`src/design/hrmp_pkg.sv`:
```
// shared types and constants for the heart rate measurement parser
// no dependencies

package hrmp_pkg;

  // flags byte bits
  localparam logic [7:0] FLAG_RATE16  = 8'h01;
  localparam logic [7:0] FLAG_CONTACT = 8'h02;
  localparam logic [7:0] FLAG_SUPPORT = 8'h04;
  localparam logic [7:0] FLAG_ENERGY  = 8'h08;
  localparam logic [7:0] FLAG_RR      = 8'h10;

  localparam logic [7:0] RATE_SAT   = 8'd255;
  localparam logic [7:0] INDEX_LAST = 8'd255;

  localparam logic [1:0] CONTACT_NONE  = 2'd0;
  localparam logic [1:0] CONTACT_YES   = 2'd1;
  localparam logic [1:0] CONTACT_UNREP = 2'd2;

  localparam logic KIND_RR      = 1'b0;
  localparam logic KIND_SUMMARY = 1'b1;

  localparam int RR_CNT_W = 4;

  typedef struct packed {
    logic                kind;
    logic [15:0]         rr_interval;
    logic [7:0]          bpm;
    logic [1:0]          contact;
    logic                has_energy;
    logic [15:0]         energy_kj;
    logic [RR_CNT_W-1:0] rr_total;
    logic [31:0]         packets_seen;
    logic                end_of_packet;
  } hrmp_result_t;

  // which results one word produces
  typedef struct packed {
    logic rr;
    logic sum;
  } hrmp_emit_t;

endpackage

```
`src/design/heart_rate_measurement_parser_core.sv`:
```
// heart rate measurement parser: input register, decode and a four-entry result queue
// depends on hrmp_pkg and hrmp_parse
//
//   port group   direction   payload
//   in_*         in          data_byte, last_byte, is_hr_char
//   out_*        out         kind, rr_interval, bpm, contact, has_energy, energy_kj,
//                            rr_total, packets_seen, end_of_packet
//
// one word per cycle unless in_stall is high; a word is registered, decoded, then queued
// a word gives at most two results (rr interval and summary on the last word);
// the decode stage waits while the queue has fewer than two free entries
// out_stall only holds the queue; in_stall follows from the queue fill level
// synchronous active-low reset clears the packet state, counter and queue

module heart_rate_measurement_parser_core #(
  parameter int MAX_RR = 9
) (
  input  logic        clk,
  input  logic        rst_n,
  input  logic        in_valid,
  output logic        in_stall,
  input  logic [7:0]  in_data_byte,
  input  logic        in_last_byte,
  input  logic        in_is_hr_char,
  output logic        out_valid,
  input  logic        out_stall,
  output logic        out_kind,
  output logic [15:0] out_rr_interval,
  output logic [7:0]  out_bpm,
  output logic [1:0]  out_contact,
  output logic        out_has_energy,
  output logic [15:0] out_energy_kj,
  output logic [3:0]  out_rr_total,
  output logic [31:0] out_packets_seen,
  output logic        out_end_of_packet
);
  import hrmp_pkg::*;

  localparam int QDEPTH = 4;
  localparam int QPTR_W = $clog2(QDEPTH);

  logic       s1_valid_r;
  logic [7:0] s1_data_r;
  logic       s1_last_r;
  logic       s1_hr_r;
  logic       s1_go;
  logic       fire;

  hrmp_result_t rr_res, sum_res, res_a;
  hrmp_emit_t   emit;

  hrmp_result_t      q_r [QDEPTH];
  logic [QPTR_W-1:0] wr_ptr_r, rd_ptr_r;
  logic [QPTR_W:0]   cnt_r, cnt_nxt;
  logic [1:0]        push_n;
  logic              pop;

  // room for two results before the decode stage moves
  assign s1_go    = (cnt_r <= (QPTR_W+1)'(QDEPTH - 2));
  assign fire     = s1_valid_r & s1_go;
  assign in_stall = s1_valid_r & ~s1_go;

  always_ff @(posedge clk) begin
    if (!rst_n) begin
      s1_valid_r <= 1'b0;
    end else if (!in_stall) begin
      s1_valid_r <= in_valid;
    end
  end

  always_ff @(posedge clk) begin
    if (!in_stall && in_valid) begin
      s1_data_r <= in_data_byte;
      s1_last_r <= in_last_byte;
      s1_hr_r   <= in_is_hr_char;
    end
  end

  hrmp_parse #(
    .MAX_RR(MAX_RR)
  ) u_parse (
    .clk       (clk),
    .rst_n     (rst_n),
    .step      (fire),
    .data_byte (s1_data_r),
    .last_byte (s1_last_r),
    .is_hr_char(s1_hr_r),
    .rr_res    (rr_res),
    .sum_res   (sum_res),
    .emit      (emit)
  );

  assign res_a   = emit.rr ? rr_res : sum_res;
  assign push_n  = {1'b0, emit.rr} + {1'b0, emit.sum};
  assign pop     = out_valid & ~out_stall;
  assign cnt_nxt = cnt_r + {{(QPTR_W-1){1'b0}}, push_n} - {{QPTR_W{1'b0}}, pop};

  always_ff @(posedge clk) begin
    if (!rst_n) begin
      wr_ptr_r <= '0;
      rd_ptr_r <= '0;
      cnt_r    <= '0;
    end else begin
      wr_ptr_r <= wr_ptr_r + QPTR_W'(push_n);
      if (pop) rd_ptr_r <= rd_ptr_r + QPTR_W'(1);
      cnt_r <= cnt_nxt;
    end
  end

  // rr result goes first when a last word also closes the packet
  always_ff @(posedge clk) begin
    if (push_n != 2'd0) q_r[wr_ptr_r] <= res_a;
    if (push_n == 2'd2) q_r[wr_ptr_r + QPTR_W'(1)] <= sum_res;
  end

  assign out_valid         = (cnt_r != '0);
  assign out_kind          = q_r[rd_ptr_r].kind;
  assign out_rr_interval   = q_r[rd_ptr_r].rr_interval;
  assign out_bpm           = q_r[rd_ptr_r].bpm;
  assign out_contact       = q_r[rd_ptr_r].contact;
  assign out_has_energy    = q_r[rd_ptr_r].has_energy;
  assign out_energy_kj     = q_r[rd_ptr_r].energy_kj;
  assign out_rr_total      = q_r[rd_ptr_r].rr_total;
  assign out_packets_seen  = q_r[rd_ptr_r].packets_seen;
  assign out_end_of_packet = q_r[rd_ptr_r].end_of_packet;

  a_cnt_bound: assert property (@(posedge clk) disable iff (!rst_n)
    cnt_r <= (QPTR_W+1)'(QDEPTH))
    else $error("result queue overfilled");

  a_cnt_track: assert property (@(posedge clk) disable iff (!rst_n)
    $past(rst_n) |-> cnt_r == $past(cnt_nxt))
    else $error("queue count lost track");

  a_kind_eop: assert property (@(posedge clk) disable iff (!rst_n)
    out_valid |-> (out_kind == KIND_SUMMARY) == out_end_of_packet)
    else $error("summary kind and end of packet disagree");

  a_summary_rr_zero: assert property (@(posedge clk) disable iff (!rst_n)
    out_valid && out_kind == KIND_SUMMARY |-> out_rr_interval == 16'd0)
    else $error("summary carries an rr interval");

  a_no_push_while_stalled: assert property (@(posedge clk) disable iff (!rst_n)
    !fire |-> push_n == 2'd0)
    else $error("results pushed without a decode step");

endmodule

```
`src/design/hrmp_parse.sv`:
```
// per-packet decode state and the one-word update of the parser
// depends on hrmp_pkg

module hrmp_parse #(
  parameter int MAX_RR = 9
) (
  input  logic                 clk,
  input  logic                 rst_n,
  input  logic                 step,
  input  logic [7:0]           data_byte,
  input  logic                 last_byte,
  input  logic                 is_hr_char,
  output hrmp_pkg::hrmp_result_t rr_res,
  output hrmp_pkg::hrmp_result_t sum_res,
  output hrmp_pkg::hrmp_emit_t   emit
);
  import hrmp_pkg::*;

  logic [7:0]          byte_index_r, byte_index_nxt;
  logic [7:0]          flag_bits_r, flag_bits_nxt;
  logic [7:0]          low_byte_hold_r, low_byte_hold_nxt;
  logic [7:0]          rate_value_r, rate_value_nxt;
  logic [15:0]         energy_value_r, energy_value_nxt;
  logic                energy_seen_r, energy_seen_nxt;
  logic [RR_CNT_W-1:0] rr_seen_r, rr_seen_nxt;
  logic                packet_bad_r, packet_bad_nxt;
  logic [31:0]         notify_count_r, notify_count_nxt;

  logic [7:0]  flags;
  logic        bad;
  logic        wide;
  logic        has_en;
  logic [7:0]  e_start;
  logic [7:0]  rr_start;
  logic [7:0]  rr_off;
  logic        active;
  logic        rr_fire;
  logic        sum_ok;
  logic [31:0] count_next;
  logic [1:0]  contact;
  logic [7:0]  rate_cur;
  logic [15:0] energy_cur;
  logic        energy_seen_cur;
  hrmp_result_t common;

  always_comb begin
    byte_index_nxt    = byte_index_r;
    flag_bits_nxt     = flag_bits_r;
    low_byte_hold_nxt = low_byte_hold_r;
    rate_value_nxt    = rate_value_r;
    energy_value_nxt  = energy_value_r;
    energy_seen_nxt   = energy_seen_r;
    rr_seen_nxt       = rr_seen_r;
    packet_bad_nxt    = packet_bad_r;
    notify_count_nxt  = notify_count_r;
    rr_fire           = 1'b0;

    bad      = packet_bad_r | ~is_hr_char;
    flags    = (byte_index_r == 8'd0) ? data_byte : flag_bits_r;
    wide     = |(flags & FLAG_RATE16);
    has_en   = |(flags & FLAG_ENERGY);
    e_start  = wide ? 8'd3 : 8'd2;
    rr_start = e_start + (has_en ? 8'd2 : 8'd0);
    rr_off   = byte_index_r - rr_start;
    active   = ~bad && (byte_index_r != 8'd0) && (byte_index_r != INDEX_LAST);

    flag_bits_nxt  = flags;
    packet_bad_nxt = bad;

    if (active) begin
      priority if (byte_index_r == 8'd1) begin
        if (wide) low_byte_hold_nxt = data_byte;
        else rate_value_nxt = data_byte;
      end else if (byte_index_r == 8'd2 && wide) begin
        // 16-bit rate saturates to one byte
        rate_value_nxt = (data_byte != 8'd0) ? RATE_SAT : low_byte_hold_r;
      end else if (has_en && byte_index_r == e_start) begin
        low_byte_hold_nxt = data_byte;
      end else if (has_en && byte_index_r == e_start + 8'd1) begin
        energy_value_nxt = {data_byte, low_byte_hold_r};
        energy_seen_nxt  = 1'b1;
      end else if (|(flags & FLAG_RR) && byte_index_r >= rr_start) begin
        if (!rr_off[0]) begin
          low_byte_hold_nxt = data_byte;
        end else if (rr_seen_r < RR_CNT_W'(MAX_RR) && rr_off[7:1] < 7'(MAX_RR)) begin
          rr_seen_nxt = rr_seen_r + RR_CNT_W'(1);
          rr_fire     = 1'b1;
        end
      end
    end

    // packet values after this word, before the end-of-packet clear
    rate_cur        = rate_value_nxt;
    energy_cur      = energy_value_nxt;
    energy_seen_cur = energy_seen_nxt;

    if (byte_index_r != INDEX_LAST) byte_index_nxt = byte_index_r + 8'd1;

    sum_ok     = last_byte && ~bad && (byte_index_r >= 8'd1) &&
                 (~wide || byte_index_r >= 8'd2);
    count_next = notify_count_r + 32'd1;

    if (last_byte) begin
      if (sum_ok) notify_count_nxt = count_next;
      byte_index_nxt    = 8'd0;
      flag_bits_nxt     = 8'd0;
      low_byte_hold_nxt = 8'd0;
      rate_value_nxt    = 8'd0;
      energy_value_nxt  = 16'd0;
      energy_seen_nxt   = 1'b0;
      rr_seen_nxt       = '0;
      packet_bad_nxt    = 1'b0;
    end
  end

  // results see the state as updated by this word
  always_comb begin
    if (!(|(flags & FLAG_SUPPORT))) contact = CONTACT_UNREP;
    else if (|(flags & FLAG_CONTACT)) contact = CONTACT_YES;
    else contact = CONTACT_NONE;

    common.kind          = KIND_RR;
    common.rr_interval   = 16'd0;
    common.bpm           = rate_cur;
    common.contact       = contact;
    common.has_energy    = energy_seen_cur;
    common.energy_kj     = energy_seen_cur ? energy_cur : 16'd0;
    common.rr_total      = rr_fire ? rr_seen_r + RR_CNT_W'(1) : rr_seen_r;
    common.packets_seen  = count_next;
    common.end_of_packet = 1'b0;

    rr_res             = common;
    rr_res.rr_interval = {data_byte, low_byte_hold_r};

    sum_res               = common;
    sum_res.kind          = KIND_SUMMARY;
    sum_res.end_of_packet = 1'b1;
  end

  assign emit.rr  = step & rr_fire;
  assign emit.sum = step & sum_ok;

  always_ff @(posedge clk) begin
    if (!rst_n) begin
      byte_index_r    <= 8'd0;
      flag_bits_r     <= 8'd0;
      low_byte_hold_r <= 8'd0;
      rate_value_r    <= 8'd0;
      energy_value_r  <= 16'd0;
      energy_seen_r   <= 1'b0;
      rr_seen_r       <= '0;
      packet_bad_r    <= 1'b0;
      notify_count_r  <= 32'd0;
    end else if (step) begin
      byte_index_r    <= byte_index_nxt;
      flag_bits_r     <= flag_bits_nxt;
      low_byte_hold_r <= low_byte_hold_nxt;
      rate_value_r    <= rate_value_nxt;
      energy_value_r  <= energy_value_nxt;
      energy_seen_r   <= energy_seen_nxt;
      rr_seen_r       <= rr_seen_nxt;
      packet_bad_r    <= packet_bad_nxt;
      notify_count_r  <= notify_count_nxt;
    end
  end

endmodule

```
`config.mk`:
```
export PLATFORM = sky130hd
export DESIGN_NAME = heart_rate_measurement_parser_core
export DESIGN_NICKNAME = d
export VERILOG_FILES = /design/src/design/hrmp_pkg.sv /design/src/design/heart_rate_measurement_parser_core.sv /design/src/design/hrmp_parse.sv
export SDC_FILE = /design/constraint.sdc
export NUM_CORES = 1
export LEC_CHECK = 0
export BUFFER_PORTS_ARGS = -buffer_cell sky130_fd_sc_hd__buf_2
export CAP_MARGIN = 20
export CORE_MARGIN = 4
export CORE_UTILIZATION = 55
export CTS_BUF_LIST = sky130_fd_sc_hd__clkbuf_2
export DETAILED_ROUTE_END_ITERATION = 6
export GPL_TIMING_DRIVEN = 0
export PLACE_DENSITY_LB_ADDON = 0.15
export SLEW_MARGIN = 30
export SYNTH_ARGS = -nofsm -noshare
export SYNTH_HDL_FRONTEND = slang
export SYNTH_HIERARCHICAL = 1
export SYNTH_SLANG_ARGS = --single-unit
```
`constraint.sdc`:
```
create_clock -name clk -period 11.7 [get_ports clk]
set_input_delay 1.17 -clock clk [delete_from_list [all_inputs] [get_ports clk]]
set_output_delay 1.17 -clock clk [all_outputs]
set_load 0.02 [all_outputs]
```
==> results of run 1 <==
cell type report:
class                           count  area [µm²]  area share (%)
Buffer                            179        1231           4.874
Inverter                           32       120.1          0.4755
Timing Repair Buffer              123        1018           4.032
Clock inverter                     36       201.4          0.7975
Tap cell                          525       656.9           2.601
Sequential cell                   427       11890           47.08
Clock buffer                      169       845.8           3.349
Antenna cell                        1       2.502        0.009907
Multi-Input combinational cell    983        9291           36.78
sequential cells by signal, summed over array words and instances (netlist names), 2 cells and up, named ones only:
| name | flops |
|---|---|
| u_parse/energy_value_r | 16 |
| u_parse/low_byte_hold_r | 8 |
| s1_data_r | 8 |
| wr_ptr_r | 2 |
| cnt_r | 3 |
| u_parse/flag_bits_r | 5 |
| u_parse/byte_index_r | 8 |
| u_parse/notify_count_r | 32 |
| rd_ptr_r | 2 |
| u_parse/rr_seen_r | 4 |
| q_r | 324 |
| u_parse/rate_value_r | 8 |
cells by family after synthesis:
kind of cell,after synthesis
xor+xnor,68
buf+inv,211
other cells,2
simple gates,303
fa+ha+maj,20
compound gates,160
mux,412
flops,427
layout by cell type (no fill, tap or decap), drive strengths merged, types with 8 or more instances in the layout:
| cell type | instances |
|---|---|
| and2 | 9 |
| ha | 18 |
| conb | 20 |
| buf | 275 |
| nor4 | 12 |
| nor2 | 75 |
| o21ai | 34 |
| mux2 | 327 |
| nor2b | 11 |
| nand2 | 83 |
| clkbuf | 196 |
| xor2 | 13 |
| a22o | 16 |
| dfxtp | 93 |
| nand2b | 9 |
| nor3b | 8 |
| nand3 | 24 |
| xnor2 | 55 |
| clkinv | 31 |
| o22ai | 31 |
| edfxtp | 334 |
| nand4 | 15 |
| nor3 | 22 |
| inv | 34 |
| a211oi | 17 |
| mux4 | 81 |
| a21oi | 28 |
per-stage QoR:
| stage | power, mW | utilization, % |
|---|---|---|
| 2_1_floorplan | 2.098 | - |
| 3_3_place_gp | 2.265 | 59.05 |
| 3_5_place_dp | 2.271 | 60.51 |
| 4_1_cts | 3.315 | 63.13 |
| 5_1_grt | 3.434 | 63.14 |
| 6_report | 3.282 | 63.14 |
path summary, 6_finish.rpt:
| path | endpoint | slack [ps] | depth (start not counted) |
|---|---|---|---|
| setup / recovery | q_r[0][55] | 5150 | 24 |
| setup reg to reg | q_r[0][55] | 5150 | 24 |
| hold / removal | s1_data_r[0] | 330 | 1 |
| hold reg to reg | u_parse/packet_bad_r | 480 | 2 |
power by group:
part           switching, mW  internal (mW)
Clock                  0.622          0.430
Sequential            0.0169           1.63
Combinational          0.334          0.245
Yosys cell counts (29+ instances only):
library cell    n
edfxtp_1      334
mux2_2        304
buf_4          94
dfxtp_1        93
nand2_1        82
mux4_2         81
nor2_1         74
xnor2_1        55
buf_2          37
inv_1          32
o22ai_1        31
o21ai_0        29
metal layers:
metal | share of wire [%] | GRT usage [%]
met1 | 42 | 31.38
met2 | 50 | 40.87
met3 | 5.1 | 4.320
met4 | 2.8 | 8.281
met5 | 0 | 0
==> reports/metrics.cfg, run 1 <==
[run_status]
status=finished clean

[synthesis]
synth_top_area_share_pct=44.74
yosys_warnings=6
synth_xor_xnor_area_share_pct=2.657
synth_top_family_by_area=multiplexers
syn-mean-instance-area_um2=13.98
syn-cell-area_um2=22420
synth_ff_type=edfxtp_1
synthMuxAreaShare_pct=24.74
async_flop_share_pct=0
yosys.area_share.simple_pct=7.395
yosysTopAreaCell=edfxtp_1
synthAdderAreaFrac_pct=1.183
synth_edf_count=334
synth_cell_type_count=79
syn_inst=1603
synth-compound-area-share_pct=4.923
yosysSeqAreaShare_pct=53.04
synth.area.top_cells=edfxtp_1 (45%), mux2_2 (15%), dfxtp_1 (8.3%), mux4_2 (8.1%), buf_4 (3.1%)
yosys_register_bits=427

[die]
rows=73
initial_core_util_pct=56.04
num_io_pins=97
coreArea_um2=40010
die_w_um=209.9
die_h_um=209.9
dieArea_um2=44050

[power]
peakVddDrop_uv=76.62
leakage_nw=9.375
powerDensity_nw_per_um2=129.9

[route]
routed_wl_um=53160
drt_iter0_markers=1163
wl_per_cell_um=21.48
drt-pass1-iter-count=6
postRouteAntennaNets=0
drcViolationCount=0
via_per_inst=5.795
vias=14343

[clock_tree]
cts_tree=built
cts-htree-levels=3
cts_setup_buffers=0
clock-root-buffer=clkbuf_2
cts.hold.buffers_added=0
clock_path_buffers=3
cts_sinks=427
path_clk_slew_ps=100
clock_latency_ps=1090
cts_buffers=109
ctsResizeCount=0

[setup_path]
crit_path_end_kind=register
crit_path_start_kind=register
crit_required_ps=12420
startpoint=u_parse/byte_index_r[1]
cpMostUsedCell=buf_6
critical_path_arrival_ps=7270
worst-path-max-fanout=11
critPathTopFamily=buffers and inverters
slowest_stage=nor4b_2
worst-path-buf-inv=11
critPathKind=register to register
max_stage_delay_ps=530
crit_chain=inv_1 -> ha_1 -> buf_2 -> or3b_1 -> o21ai_2 -> and2_1 -> buf_2 -> inv_1 -> ha_1 -> fa_1 -> a21bo_2 -> a211oi_1 -> o21ai_0 -> nor4b_2 -> and2_1 -> buf_2 -> inv_1 -> ha_1 -> o31ai_4 -> buf_6 -> buf_6 -> buf_8 -> buf_6 -> buf_6
reg2reg_from=u_parse/byte_index_r[1]

[timing]
fin_hold_ws_ps=332.6
fin_tns_setup_ps=0
max-slew-margin-rel_pct=29.17
setup_slack_ps=5153
finalCritPeriodShare_pct=55.95
slew_viol_final=0
period_minus_slack_ps=6547
finalClockSkew_ps=116.2
rsz0062_at_grt=no
worst_pin_slew_ps=1062
fmax_mhz=152.8
setup_viol=0
hold_viol=0

[finish]
drive_above_1_share_pct=44.84
instances_no_fill=2475
fillCellCount=3073
nNetsFinal=1889
syn_to_final_growth_pct=12.68
final_area_um2=25260

[placement]
io_buffers=96
hpwl_um=35820
place_area_um2=24210
dp.cells=2269
post-place-ws_ps=5226
gp_congestion=0.8958

[global_routing]
gr-total-overflow=0
track_usage_pct=24.05
grt_pass1_vias=14861
grt_pass1_wl_um=83420
grt_max_degree=17
antenna_found_initial=1

[run]
maxCapViolations=0

[worst_hold_path]
min_from=in_data_byte[0]
hp-class=input pin to register

Power figures use the tool's default switching activity.
==> inputs of run 2 (changes only) <==
==> constraint.sdc (replaced) <==
create_clock -name clk -period 5.4 [get_ports clk]
set_input_delay 0.54 -clock clk [delete_from_list [all_inputs] [get_ports clk]]
set_output_delay 0.54 -clock clk [all_outputs]
set_load 0.02 [all_outputs]
==> reports/metrics.cfg, run 2 (same netlist as run 1, synthesis figures left out) <==
[die]
initial_core_util_pct=56.04  ; unchanged
dieArea_um2=44050  ; unchanged
die_w_um=209.9  ; unchanged
coreArea_um2=40010  ; unchanged
num_io_pins=97  ; unchanged
rows=73  ; unchanged
die_h_um=209.9  ; unchanged

[timing]
finalCritPeriodShare_pct=95.92  ; was 55.95%
period_minus_slack_ps=5180  ; was 6547 ps
setup_viol=0  ; unchanged
setup_slack_ps=220.2  ; was 5153 ps
slew_viol_final=0  ; unchanged
max-slew-margin-rel_pct=33.13  ; was 29.17%
hold_viol=0  ; unchanged
fin_tns_setup_ps=0  ; unchanged
fmax_mhz=193.1  ; was 152.8 MHz
rsz0062_at_grt=no  ; unchanged
finalClockSkew_ps=79.33  ; was 116.2 ps
worst_pin_slew_ps=1003  ; was 1062 ps

[setup_path]
rr_worst_depth=26  ; was 24
crit_required_ps=6270  ; was 12,420 ps
worst_r2r_endpoint=cnt_r[2]  ; was q_r[0][55]
crit_end=cnt_r[2]  ; was q_r[0][55]
path_depth=26  ; was 24
crit_path_end_kind=register  ; unchanged
critPathKind=register to register  ; unchanged
r2r_slack_ps=220  ; was 5150 ps
worst-path-buf-inv=9  ; was 11
reg2reg_from=u_parse/byte_index_r[1]  ; unchanged
startpoint=u_parse/byte_index_r[1]  ; unchanged
crit_path_start_kind=register  ; unchanged
slowest_stage=fa_2  ; was nor4b_2
critPathTopFamily=adder cells  ; was buffers and inverters
max_stage_delay_ps=440  ; was 530 ps
worst-path-max-fanout=9  ; was 11
critical_path_arrival_ps=6050  ; was 7270 ps

[placement]
io_buffers=96  ; unchanged
place_area_um2=24300  ; was 24,210 µm²
post-place-ws_ps=-172.7  ; was 5226 ps
hpwl_um=35220  ; was 35,820 µm
gp_congestion=0.8636  ; was 0.8958

[clock_tree]
clock_latency_ps=1040  ; was 1090 ps
cts_sinks=427  ; unchanged
path_clk_slew_ps=90  ; was 100 ps
cts-htree-levels=3  ; unchanged
clock_path_buffers=3  ; unchanged
cts_buffers=108  ; was 109
clock-root-buffer=clkbuf_2  ; unchanged
cts_tree=built  ; unchanged

[finish]
regMostFlops=q_r  ; unchanged
final_util_pct=63.96  ; was 63.14%
final_area_um2=25590  ; was 25,260 µm²
mostFrequentLayoutCell=edfxtp_1  ; unchanged
syn_to_final_growth_pct=14.15  ; was 12.68%
largest_register_ffs=324  ; unchanged
final_cell_mix=edfxtp_1 (334), mux2_2 (304), clkbuf_2 (157), buf_2 (130), buf_4 (104)  ; was edfxtp_1 (334), mux2_2 (304), clkbuf_2 (171), buf_2 (133), buf_4 (94)
drive_above_1_share_pct=45.09  ; was 44.84%
nNetsFinal=1915  ; was 1,889
reg_top3=q_r: 324 flops, u_parse/notify_count_r: 32 flops, u_parse/energy_value_r: 16 flops  ; unchanged

[route]
postRouteAntennaNets=0  ; unchanged
drcViolationCount=0  ; unchanged
routed_wl_um=52800  ; was 53,160 µm
met2_length_um=26620  ; was 26,820 µm
top_layer=met4  ; unchanged
drt_iter0_markers=993  ; was 1,163
drt-pass1-iter-count=7  ; was 6
wl_met3_um=3280  ; was 2703 µm
via_per_inst=5.711  ; was 5.795
wl_met1_um=21580  ; was 22,170 µm
vias=14300  ; was 14,343
wl_per_cell_um=21.09  ; was 21.48 µm

[run_status]
status=finished clean  ; unchanged

[power]
powerDensity_nw_per_um2=274.5  ; was 129.9 nW/µm²
peakVddDrop_uv=203.5  ; was 76.62 µV
fin_total_pwr_mw=7.025  ; was 3.282 mW
leakage_nw=9.458  ; was 9.375 nW

[global_routing]
grt_pass1_wl_um=82110  ; was 83,420 µm
gr-total-overflow=0  ; unchanged
antenna_found_initial=3  ; was 1
grt_pass1_vias=14712  ; was 14,861
track_usage_pct=23.76  ; was 24.05%
grt_max_degree=17  ; unchanged

[worst_hold_path]
hp-class=input pin to register  ; unchanged

[run]
maxCapViolations=0  ; unchanged

run 2: how the worst min path moves through the flow:
stage	from	endpoint	slack, ps	depth (start not counted)
final	in_data_byte[5]	s1_data_r[5]	280	2
after global routing	in_data_byte[7]	s1_data_r[7]	160	2
after CTS	in_data_byte[6]	s1_data_r[6]	160	2
after detailed placement	u_parse/energy_value_r[6]	u_parse/energy_value_r[6]	460	2
after global placement	u_parse/packet_bad_r	u_parse/packet_bad_r	450	2
after floorplan	u_parse/packet_bad_r	u_parse/packet_bad_r	430	2
run 2: metrics by stage:
step / hold WS [ps] / std cells
floorplan: 428.0 / 1621
detailed placement: 458.0 / 2269
global placement: 445.4 / 2242
CTS: 162.2 / 2490
finish: 279.3 / 2504
global route: 159.0 / 2504
run 2: repair_timing:
| action | in CTS | in global routing |
|---|---|---|
| gates resized for setup | 2 | 2 |
| hold buffers | 15 | 0 |
| endpoints found under the hold margin | 20 | 0 |
| pin swaps | 1 | 4 |
| setup endpoints to repair | 121 | 471 |
| buffers inserted | 1 | 11 |
run 2: final cells by class:
cell class              instances  area [µm²]
clock inverters                49       221.5
plain buffers                 179        1249
well taps                     525       656.9
flip-flops and latches        427       11900
multi-input cells             983        9389
repair buffers                150        1259
fillers                      3088       14420
inverters                      32       130.1
diodes                          3       7.507
clock buffers                 156       780.7
run 2: layer usage:
metal / up-vias / track usage, %
met4: 0 / 8.101
li1: 6668 / -
met2: 437 / 40.07
met1: 7106 / 30.52
met3: 89 / 5.441
met5: - / 0
run 2: where the power goes:
part | switching, mW | internal, mW
registers | 0.0377 | 3.54
logic | 0.725 | 0.549
clock network | 1.34 | 0.835
